<file path="config.mk">
export PLATFORM = sky130hd
export DESIGN_NAME = i2c_master_command_and_read
export DESIGN_NICKNAME = d
export VERILOG_FILES = /design/src/rtl/i2cmcr_pkg.sv /design/src/rtl/i2cmcr_core.sv /design/src/rtl/i2c_master_command_and_read.sv
export VERILOG_INCLUDE_DIRS = /design/src /design/src/rtl
export SDC_FILE = /design/constraint.sdc
export NUM_CORES = 1
export LEC_CHECK = 0
export BUFFER_PORTS_ARGS = -buffer_cell sky130_fd_sc_hd__buf_2
export CAP_MARGIN = 20
export CORE_ASPECT_RATIO = 1.4
export CORE_MARGIN = 1.5
export CORE_UTILIZATION = 25
export DETAILED_ROUTE_END_ITERATION = 16
export SLEW_MARGIN = 20
export SYNTH_ARGS = -nofsm -noshare
export SYNTH_HDL_FRONTEND = slang
export SYNTH_SLANG_ARGS = --single-unit
</file>
<file path="constraint.sdc">
create_clock -name i_clk -period 2.8 [get_ports i_clk]
set_clock_uncertainty 0.15 [all_clocks]
set_input_delay 0.42 -clock i_clk [delete_from_list [all_inputs] [get_ports i_clk]]
set_output_delay 0.42 -clock i_clk [all_outputs]
set_load 0.02 [all_outputs]
</file>
<file path="src/rtl/i2c_master_command_and_read_defines.svh">
// ----------------------------------------------------------------------------
// I2C master command and read: assertion macros
// Shared helpers for concurrent checks clocked on i_clk; one is held off in reset.
// ----------------------------------------------------------------------------
`ifndef I2C_MASTER_COMMAND_AND_READ_DEFINES_SVH
`define I2C_MASTER_COMMAND_AND_READ_DEFINES_SVH

// Check that is skipped while the synchronous reset is asserted.
`define I2CMCR_ASSERT(lbl, prop, msg) \
    lbl: assert property (@(posedge i_clk) disable iff (!i_rst_n) prop) else $error(msg);

// Check that also runs during reset.
`define I2CMCR_ASSERT_ALWAYS(lbl, prop, msg) \
    lbl: assert property (@(posedge i_clk) prop) else $error(msg);

`endif

</file>
<file path="src/rtl/i2cmcr_pkg.sv">
// ----------------------------------------------------------------------------
// I2C master command and read: package
// Sequence step codes, field widths and the structs shared by the modules.
// ----------------------------------------------------------------------------
package i2cmcr_pkg;

    // Widths of the step code and counters.
    localparam int STEP_W  = 4;
    localparam int BIT_W   = 4;
    localparam int BYTES_W = 3;
    localparam int EFF_W   = 5;

    // Default read length limit.
    localparam int MAX_READ_BYTES_DEF = 4;

    // Bits per byte on the bus.
    localparam logic [BIT_W-1:0] BITS_PER_BYTE = 4'd8;

    // Sequence step codes.
    localparam logic [STEP_W-1:0] ST_IDLE    = 4'd0;
    localparam logic [STEP_W-1:0] ST_START   = 4'd1;
    localparam logic [STEP_W-1:0] ST_ADDR    = 4'd2;
    localparam logic [STEP_W-1:0] ST_CMD     = 4'd3;
    localparam logic [STEP_W-1:0] ST_RDATA   = 4'd4;
    localparam logic [STEP_W-1:0] ST_STOP    = 4'd5;
    localparam logic [STEP_W-1:0] ST_STOPEND = 4'd6;

    // Request kinds carried with each tick.
    localparam logic [1:0] MODE_TICK  = 2'd0;
    localparam logic [1:0] MODE_WRITE = 2'd1;
    localparam logic [1:0] MODE_READ  = 2'd2;

    // Configuration register indexes.
    localparam logic [1:0] CFG_DEV_ADDR   = 2'd0;
    localparam logic [1:0] CFG_READ_COUNT = 2'd1;

    // Configuration handed to the sequencer.
    typedef struct packed {
        logic [7:0]         dev_addr;
        logic [BYTES_W-1:0] read_count;
    } t_cfg;

    // Line levels and received byte for one tick.
    typedef struct packed {
        logic       scl;
        logic       sda_out;
        logic       busy_res;
        logic       byte_valid;
        logic [7:0] byte_value;
        logic       byte_last;
    } t_result;

endpackage

</file>
<file path="src/rtl/i2cmcr_core.sv">
// ----------------------------------------------------------------------------
// I2C master command and read: bit sequencer
// Holds the transaction state and works out one tick's line levels.
// ----------------------------------------------------------------------------
`include "i2c_master_command_and_read_defines.svh"

module i2cmcr_core
    import i2cmcr_pkg::*;
#(
    parameter int MAX_READ_BYTES = MAX_READ_BYTES_DEF
) (
    input  logic       i_clk,
    input  logic       i_rst_n,
    input  logic       i_step,
    input  logic [1:0] i_mode,
    input  logic [7:0] i_cmd,
    input  logic       i_sda,
    input  t_cfg       i_cfg,
    output t_result    o_res
);

    logic [STEP_W-1:0]  r_step,   n_step;
    logic               r_phase,  n_phase;
    logic [BIT_W-1:0]   r_bit,    n_bit;
    logic [7:0]         r_shift,  n_shift;
    logic [BYTES_W-1:0] r_bytes,  n_bytes;
    logic               r_is_read, n_is_read;
    logic [7:0]         r_held,   n_held;

    logic [EFF_W-1:0] eff_count;
    logic             last_byte;
    logic             ph;
    logic             is_req;

    // Read length clamped to the range one to MAX_READ_BYTES.
    always_comb begin
        if (i_cfg.read_count == '0) begin
            eff_count = EFF_W'(1);
        end else if (EFF_W'(i_cfg.read_count) > EFF_W'(MAX_READ_BYTES)) begin
            eff_count = EFF_W'(MAX_READ_BYTES);
        end else begin
            eff_count = EFF_W'(i_cfg.read_count);
        end
    end

    assign is_req = (r_step == ST_IDLE) && (i_mode == MODE_WRITE || i_mode == MODE_READ);

    // Next state and line levels for this tick.
    always_comb begin
        n_step    = r_step;
        n_phase   = r_phase;
        n_bit     = r_bit;
        n_shift   = r_shift;
        n_bytes   = r_bytes;
        n_is_read = r_is_read;
        n_held    = r_held;
        ph        = r_phase;
        o_res     = '0;
        o_res.scl      = 1'b1;
        o_res.sda_out  = 1'b1;
        o_res.busy_res = 1'b1;

        // A request from idle loads the address byte and starts the sequence.
        if (is_req) begin
            n_is_read = (i_mode == MODE_READ);
            n_held    = i_cmd;
            n_shift   = i_cfg.dev_addr + {7'd0, n_is_read};
            n_step    = ST_START;
            n_bit     = '0;
            n_bytes   = '0;
            ph        = 1'b0;
        end

        last_byte = (EFF_W'(n_bytes) + EFF_W'(1)) >= eff_count;

        case (n_step)
            ST_IDLE: begin
                o_res.busy_res = 1'b0;
            end
            ST_START: begin
                o_res.sda_out = ~ph;
                if (ph) begin
                    n_step = ST_ADDR;
                    n_bit  = '0;
                end
            end
            ST_ADDR, ST_CMD: begin
                o_res.scl = ph;
                if (n_bit < BITS_PER_BYTE) begin
                    o_res.sda_out = n_shift[7];
                    if (ph) begin
                        n_shift = {n_shift[6:0], 1'b0};
                        n_bit   = n_bit + BIT_W'(1);
                    end
                end else begin
                    // Slave acknowledge slot: clocked, not checked.
                    if (ph) begin
                        n_bit = '0;
                        if (n_step == ST_ADDR) begin
                            if (n_is_read) begin
                                n_step  = ST_RDATA;
                                n_shift = '0;
                                n_bytes = '0;
                            end else begin
                                n_step  = ST_CMD;
                                n_shift = n_held;
                            end
                        end else begin
                            n_step = ST_STOP;
                        end
                    end
                end
            end
            ST_RDATA: begin
                o_res.scl = ph;
                if (n_bit < BITS_PER_BYTE) begin
                    if (ph) begin
                        n_shift = {n_shift[6:0], i_sda};
                        n_bit   = n_bit + BIT_W'(1);
                        if (n_bit == BITS_PER_BYTE) begin
                            o_res.byte_valid = 1'b1;
                            o_res.byte_value = n_shift;
                            o_res.byte_last  = last_byte;
                        end
                    end
                end else begin
                    // Master ACK on all bytes but the last, NAK on the last.
                    o_res.sda_out = last_byte;
                    if (ph) begin
                        n_bytes = n_bytes + BYTES_W'(1);
                        n_bit   = '0;
                        n_shift = '0;
                        if (last_byte) begin
                            n_step = ST_STOP;
                        end
                    end
                end
            end
            ST_STOP: begin
                o_res.scl     = ph;
                o_res.sda_out = 1'b0;
                if (ph) begin
                    n_step = ST_STOPEND;
                end
            end
            ST_STOPEND: begin
                n_step = ST_IDLE;
            end
            default: begin
                n_step         = ST_IDLE;
                o_res.busy_res = 1'b0;
            end
        endcase

        // The half-bit phase toggles only while a transaction continues.
        if (o_res.busy_res && n_step != ST_IDLE) begin
            n_phase = ~ph;
        end else begin
            n_phase = 1'b0;
        end
    end

    // State registers advance once per accepted tick.
    always_ff @(posedge i_clk) begin
        if (!i_rst_n) begin
            r_step    <= ST_IDLE;
            r_phase   <= 1'b0;
            r_bit     <= '0;
            r_shift   <= '0;
            r_bytes   <= '0;
            r_is_read <= 1'b0;
            r_held    <= '0;
        end else if (i_step) begin
            r_step    <= n_step;
            r_phase   <= n_phase;
            r_bit     <= n_bit;
            r_shift   <= n_shift;
            r_bytes   <= n_bytes;
            r_is_read <= n_is_read;
            r_held    <= n_held;
        end
    end

    // A received byte is only reported on a clock-high tick of the read phase.
    `I2CMCR_ASSERT(a_byte_in_read,
        (i_step && o_res.byte_valid) |-> (r_step == ST_RDATA && r_phase),
        "byte reported outside read phase")
    // The bit counter never passes the acknowledge slot.
    `I2CMCR_ASSERT(a_bit_range, r_bit <= BITS_PER_BYTE, "bit counter out of range")
    // Idle always restarts at phase zero.
    `I2CMCR_ASSERT(a_idle_phase, (r_step == ST_IDLE) |-> !r_phase, "phase set while idle")
    // The tick after the stop's release returns to idle.
    `I2CMCR_ASSERT(a_stop_end,
        (i_step && r_step == ST_STOPEND) |=> (r_step == ST_IDLE),
        "stop end did not return to idle")

endmodule

</file>
<file path="src/rtl/i2c_master_command_and_read.sv">
// ----------------------------------------------------------------------------
// I2C master command and read: top level
// Bit-level I2C master stepped by half-bit ticks, with a result register.
// ----------------------------------------------------------------------------
//  Channel  | Direction | Words carried
//  s_axis   | in        | one half-bit tick: request kind, command byte, SDA level
//  m_axis   | out       | one result per tick: SCL, SDA, busy, received byte
//  cfg      | in        | register writes: device address, read length
//
//  A tick is accepted every cycle while the result register is free or drained.
//  Each tick's result is captured in the result register when the tick is accepted.
//  Sustained rate is one tick per cycle; only the output handshake stalls it.
//  Reset is synchronous: sequencer idle, output empty, config registers at defaults.
// ----------------------------------------------------------------------------
module i2c_master_command_and_read
    import i2cmcr_pkg::*;
#(
    parameter int MAX_READ_BYTES = MAX_READ_BYTES_DEF
) (
    input  logic        i_clk,
    input  logic        i_rst_n,

    input  logic        s_axis_tvalid,
    output logic        s_axis_tready,
    input  logic [15:0] s_axis_tdata,   // [7:0] command_byte, [8] sda_in, rest zero
    input  logic [1:0]  s_axis_tuser,   // [1:0] mode

    output logic        m_axis_tvalid,
    input  logic        m_axis_tready,
    output logic [15:0] m_axis_tdata,   // [0] scl, [1] sda_out, [2] busy_res,
                                        // [10:3] byte_value, rest zero
    output logic [0:0]  m_axis_tuser,   // [0] byte_valid
    output logic        m_axis_tlast,   // byte_last

    input  logic        i_cfg_valid,
    output logic        o_cfg_ready,
    input  logic [1:0]  i_cfg_index,
    input  logic [7:0]  i_cfg_data
);

    logic    r_out_valid;
    t_result r_out;
    t_result core_res;
    t_cfg    r_cfg;
    logic    in_word;

    assign s_axis_tready = !r_out_valid || m_axis_tready;
    assign in_word       = s_axis_tvalid && s_axis_tready;
    assign o_cfg_ready   = 1'b1;

    // Configuration registers.
    always_ff @(posedge i_clk) begin
        if (!i_rst_n) begin
            r_cfg.dev_addr   <= 8'd70;
            r_cfg.read_count <= BYTES_W'(2);
        end else if (i_cfg_valid) begin
            case (i_cfg_index)
                CFG_DEV_ADDR:   r_cfg.dev_addr   <= i_cfg_data;
                CFG_READ_COUNT: r_cfg.read_count <= i_cfg_data[BYTES_W-1:0];
                default: begin
                end
            endcase
        end
    end

    // Sequencer.
    i2cmcr_core #(
        .MAX_READ_BYTES (MAX_READ_BYTES)
    ) u_core (
        .i_clk   (i_clk),
        .i_rst_n (i_rst_n),
        .i_step  (in_word),
        .i_mode  (s_axis_tuser),
        .i_cmd   (s_axis_tdata[7:0]),
        .i_sda   (s_axis_tdata[8]),
        .i_cfg   (r_cfg),
        .o_res   (core_res)
    );

    // Result register: loads on every accepted tick, drains on the output handshake.
    always_ff @(posedge i_clk) begin
        if (!i_rst_n) begin
            r_out_valid <= 1'b0;
        end else if (in_word) begin
            r_out_valid <= 1'b1;
        end else if (m_axis_tready) begin
            r_out_valid <= 1'b0;
        end
    end

    always_ff @(posedge i_clk) begin
        if (in_word) begin
            r_out <= core_res;
        end
    end

    assign m_axis_tvalid = r_out_valid;
    assign m_axis_tdata  = {5'd0, r_out.byte_value, r_out.busy_res, r_out.sda_out, r_out.scl};
    assign m_axis_tuser  = r_out.byte_valid;
    assign m_axis_tlast  = r_out.byte_last;

endmodule
</file>
## After elaboration in Yosys (flattened, before gate mapping)

Index checks and enable logic that the tools add are counted.
Widths: inputs -> output; s select.

| storage, ports and cells | value |
|---|---|
| register bits after elaboration | 54 |
| input port bits | 33 |
| output and inout port bits | 21 |

| operators by class | value |
|---|---|
| add/subtract/negate cells | 4 |
| order comparisons | 3 |
| equality and inequality tests | 10 |
| multiplexer cells | 47 |
| bitwise logic cells | 1 |
| reduce and logical (&&, ||, !) cells | 20 |

Operator list:

| operator | count |
|---|---|
| $mux 8 | 10 |
| $mux 4 | 13 |
| $mux 3 | 9 |
| $pmux 4 s5 | 1 |
| $pmux 8 s2 | 1 |
| $eq 4x3->1 const B | 3 |
| $mux 10 | 1 |
| $add 8x1->8 | 1 |
| $eq 4x2->1 const B | 2 |
| $logic_not 4->1 | 2 |
| $mux 1 | 8 |
| $pmux 4 s2 | 1 |
| $pmux 3 s2 | 1 |
| $reduce_or 6->1 | 1 |
| $ge 5x5->1 | 1 |
| $mux 5 | 1 |
| $add 3x1->4 const B | 1 |
| $add 4x1->4 const B | 1 |
| $eq 2x1->1 const B | 2 |
| $eq 4x1->1 const B | 1 |
| $eq 4x4->1 const B | 1 |
| $lt 4x4->1 const B | 1 |
| $pmux 1 s4 | 1 |
| $reduce_and 2->1 | 2 |
| 16 further kinds | 19 |

## Longest topological paths before layout

| logic depth | value |
|---|---|
| depth after elaboration | 13 |
| depth in mapped cells | 13 |

## Hierarchy

From an unflattened synthesis, not the netlist that was laid out.

| unflattened totals | value |
|---|---|
| cells, all modules | 379 |
| area total of the unflattened synthesis | 3186.8 µm² |

Modules (own cells, without submodules):

| module | times used | cells each | area an instance (µm²) |
|---|---|---|---|
| i2cmcr_core | 1 | 306 | 2230.9 |
| i2c_master_command_and_read | 1 | 73 | 955.9 |

## Worst setup path after synthesis

OpenSTA, ideal clock, no wires.

| timing | value |
|---|---|
| path kind | flip-flop to flip-flop |
| start | register u_core.r_step[2] |
| end | register r_out (netlist bit m_axis_tdata[1]), data pin |
| arrival | 2.668 ns |
| required time | 2.391 ns |
| slack | -0.277 ns |
| cell stages (with the launch flop) | 14 |
| buffers on the path | 4 |
| period minus slack after synthesis | 3.077 ns |
| path through | dfxtp_1 > buf_6 > or4_1 > buf_4 > nor2_4 > buf_4 > buf_2 > nor2_1 > ha_1 > nor3b_1 > o211ai_1 > a221oi_2 > a21oi_1 > or2_1 |

RTL lines:

| item | RTL line | source |
|---|---|---|
| from (decl) | i2cmcr_core.sv:22 | `logic [STEP_W-1:0] r_step, n_step;` |
| from (signal assigned) | i2cmcr_core.sv:174 | `r_step <= n_step;` |
| to (signal assigned) | i2c_master_command_and_read.sv:93 | `r_out <= core_res;` |
| to (decl) | i2c_master_command_and_read.sv:42 | `t_result r_out;` |

## Worst setup path after layout

| timing | value |
|---|---|
| start | register u_core.r_step[0] |
| end | register u_core.r_step[0] |

| between the ends | value |
|---|---|
| cells in the longest elaborated chain, start to end | 9 |
| elaborated cells on any way between the ends | 27 |
| those cells by class | add/sub (1); order compare (2); eq/ne (5); mux (15); reduce/logical (4) |

Ends and longest elaborated chain:

| item | RTL line | source |
|---|---|---|
| $logic_not 4->1 | i2cmcr_core.sv:46 | `assign is_req = (r_step == ST_IDLE) && (i_mode == MODE_WRITE \|\| i_mode == MODE_READ);` |
| $logic_and 1x1->1 | i2cmcr_core.sv:46 |  |
| $mux 3 | i2cmcr_core.sv:64 | `if (is_req) begin` |
| $add 3x1->4 | i2cmcr_core.sv:74 | `last_byte = (EFF_W'(n_bytes) + EFF_W'(1)) >= eff_count;` |
| $ge 5x5->1 | i2cmcr_core.sv:74 |  |
| $mux 4 | i2cmcr_core.sv:133 | `if (last_byte) begin` |
| $mux 4 | i2cmcr_core.sv:129 | `if (ph) begin` |
| $mux 4 | i2cmcr_core.sv:116 | `if (n_bit < BITS_PER_BYTE) begin` |
| $pmux 4 s5 * | i2cmcr_core.sv:76 | `case (n_step)` |

Mark *: on every way between the ends. The rest lies on a longest branch, timed or not.
A chain may end at the register's enable or synchronous reset.

==> results.cfg <==
[detailed_routing]
via_per_inst = 5.29
drtIter0Drc = 248
drt_wl_total_um = 8650
detail-route-antenna-nets = 0
drc = 3
first_pass_iters = 11
routedWlPerCell_um = 15.6
num_vias = 2936

[sta]
rsz0062_at_grt = no
maxSlewViolCount = 0
hold_violations = 0
fmax_mhz = 379
tightest_slew_ns = 0.570
period_share = 0.943
finalSetupViolCount = 0
period_minus_slack_ns = 2.64
relSlewSlack = 0.619
whs_ns = 0.194

[grt]
track_usage = 0.131
grt_pass1_vias = 2812
grt_start_max_net_pins = 32
grt_pass1_wl_um = 14000
globalRouteOverflowTotal = 0
antenna_found_initial = 0

[logic_synthesis]
avgSynthCellArea_um2 = 8.76
ys_seq_area_frac = 0.376
synth-edff-count = 13
syn_inst = 368
yosys.area_share.simple = 0.215
yosysWarnings = 0
yosys.area_share.xor_xnor = 0.0217
synth_top_family_by_area = compound AO/OA/AOI/OAI gates
netlist.area_leader.share = 0.255
synth.distinct_cells = 67
synth_area_leaders = dfxtp_1 25%, edfxtp_1 12%, mux2i_1 5.6%, nor2_1 4.0%, a21boi_0 3.5%
synthAdderAreaFrac = 0.0272
async_flop_share = 0
syn_area_um2 = 3220
synth_area_leader_cell = dfxtp_1
synthFlopType = dfxtp_1
synth_mux_area_frac = 0.0559
ys_ff_latch = 54
synth-compound-area-share = 0.236

[floorplan]
fp-row-count = 48
start_util = 0.259
die_x_um = 98.9
io_pins = 54
dieArea_um2 = 13600
coreArea_um2 = 12400
dieHeight_um = 137

[placement]
dpl.hpwl_um = 6400
gp_congestion = 0.908
placed_cells = 547
io_buffers = 40

[setup_path]
crit_type = flip-flop to flip-flop
cp_max_fo = 3
required_ns = 2.84
cp-end-kind = flip-flop
crit_arrival_ns = 2.68
start_kind = flip-flop

[clock_tree]
post_cts_buffers = 0
cts_resized = 0
cts.sink_count = 54
cts_tree = built
cts_root_buf = clkbuf_16
cts_max_level = 2
cts.hold.buffers_added = 0
clock_latency_ns = 0.30
clk_pin_slew_ns = 0.07
cts-buffers-inserted = 5
clk_path_buf_depth = 2

[run_status]
violations = design-rule violations
outcome = complete, but fails checks

[min_path]
min_path_type = input port to flip-flop

[final_layout]
antenna_cells = 0
layout.nets = 444
drive_gt1_frac = 0.210
area_growth_pct = 16.7
stdcell_count = 555

[power]
power_density_nw_per_um2 = 504
p_leak_nw = 1.43
ir_drop_mv = 0.243

[job]
cap_violations = 0
-- worst max-delay path: stages, from the launching register on --
cell	delay, ns
dfxtp_1	0.31
or4_4	0.58
nor2_4	0.16
nor2_2	0.05
ha_2	0.18
nor3b_2	0.17
o211ai_1	0.12
a221oi_2	0.34
buf_4	0.18
nor4_1	0.06
o221a_1	0.23
-- sequential cells by signal (all words and copies together) (netlist names), 3 cells and up --
register	flops
u_core.r_shift	8
u_core.r_step	4
u_core.r_bytes	3
u_core.r_held	8
m_axis_tdata	11
r_cfg	11
u_core.r_bit	4
-- path summary, 6_finish.rpt --
check / start / end / slack [ns] / depth (start not counted)
hold / removal: i_cfg_data[6] / r_cfg[9]$_SDFFE_PN1P_ / 0.19 / 3
setup / recovery: u_core.r_step[0]$_SDFFE_PN0P_ / u_core.r_step[0]$_SDFFE_PN0P_ / 0.16 / 10
setup reg to reg: u_core.r_step[0]$_SDFFE_PN0P_ / u_core.r_step[0]$_SDFFE_PN0P_ / 0.16 / 10
hold reg to reg: u_core.r_held[1]$_SDFFE_PN0P_ / u_core.r_held[1]$_SDFFE_PN0P_ / 0.32 / 2
-- cell usage after synthesis, types with 5 or more instances --
master / n
edfxtp_1: 13
nand2b_1: 6
a32o_1: 5
nor3b_1: 5
nor2_1: 34
a21boi_0: 15
mux2i_1: 18
clkbuf_1: 18
buf_4: 8
inv_1: 10
nand3_1: 17
o21ai_0: 22
dfxtp_1: 41
and3_1: 5
nand2_1: 24
nor2b_1: 13
a21oi_1: 12
ha_1: 7
-- metal layers --
metal  up-vias  track usage  part of all wire
met5         -            0                 0
met4         0       0.0849             0.048
met3        24       0.0244             0.060
met2       113        0.225              0.49
met1      1388        0.149              0.40
li1       1411            -                 -
-- cells in the final DEF, fill, tap and decap left out, types with 4 or more instances in the layout --
cell,count
nor3_1,4
clkbuf_16,6
a221oi_1,4
a32o_1,5
nand3_1,17
o211ai_1,4
buf_4,18
ha_1,6
edfxtp_1,13
and3_1,5
o221a_2,4
inv_1,10
o21ai_0,22
mux2i_1,18
a21o_1,4
nor2b_1,13
nor3b_1,4
buf_2,40
nand2_1,24
conb_1,6
nor2_1,33
a21boi_0,15
dfxtp_1,41
nand2b_1,6
a21oi_1,12
xor2_1,4
xnor2_1,4
-- metrics by stage --
| step | utilization | worst slack (ns) | power (mW) | cell area, um2 | TNS, ns |
|---|---|---|---|---|---|
| 2_1_floorplan | - | -0.176 | 1.14 | 3260 | -0.227 |
| 3_3_place_gp | 0.290 | 0.122 | 1.23 | 3600 | 0 |
| 3_5_place_dp | 0.290 | 0.113 | 1.24 | 3600 | 0 |
| 4_1_cts | 0.303 | 0.140 | 1.91 | 3760 | 0 |
| 5_1_grt | 0.303 | 0.000609 | 1.98 | 3760 | 0 |
| 6_report | 0.303 | 0.160 | 1.90 | 3760 | 0 |
-- logic make-up (layout without fill, tap and decap cells) --
| group | Yosys count | after routing |
|---|---|---|
| XOR/XNOR | 8 | 8 |
| AO/OA/AOI/OAI | 103 | 103 |
| flip-flops | 54 | 54 |
| buffers and inverters | 44 | 77 |
| other | 2 | 6 |
| adder cells (fa/ha/maj) | 7 | 7 |
| multiplexers | 18 | 18 |
| AND/OR/NAND/NOR | 132 | 132 |
-- report_power, final --
| part | switching, mW | internal (mW) |
|---|---|---|
| combinational | 0.218 | 0.140 |
| clock | 0.292 | 0.383 |
| sequential | 0.0280 | 0.835 |
| total | 0.538 | 1.36 |
-- layout make-up --
cell class	instances	area [um2]
Fill cell	1300	8670
Clock buffer	6	150
Inverter	11	41.3
Multi-Input combinational cell	274	1830
Timing Repair Buffer	58	335
Sequential cell	54	1210
Tap cell	150	188
Clock inverter	2	10.0
(Power assumes the default switching activity.)
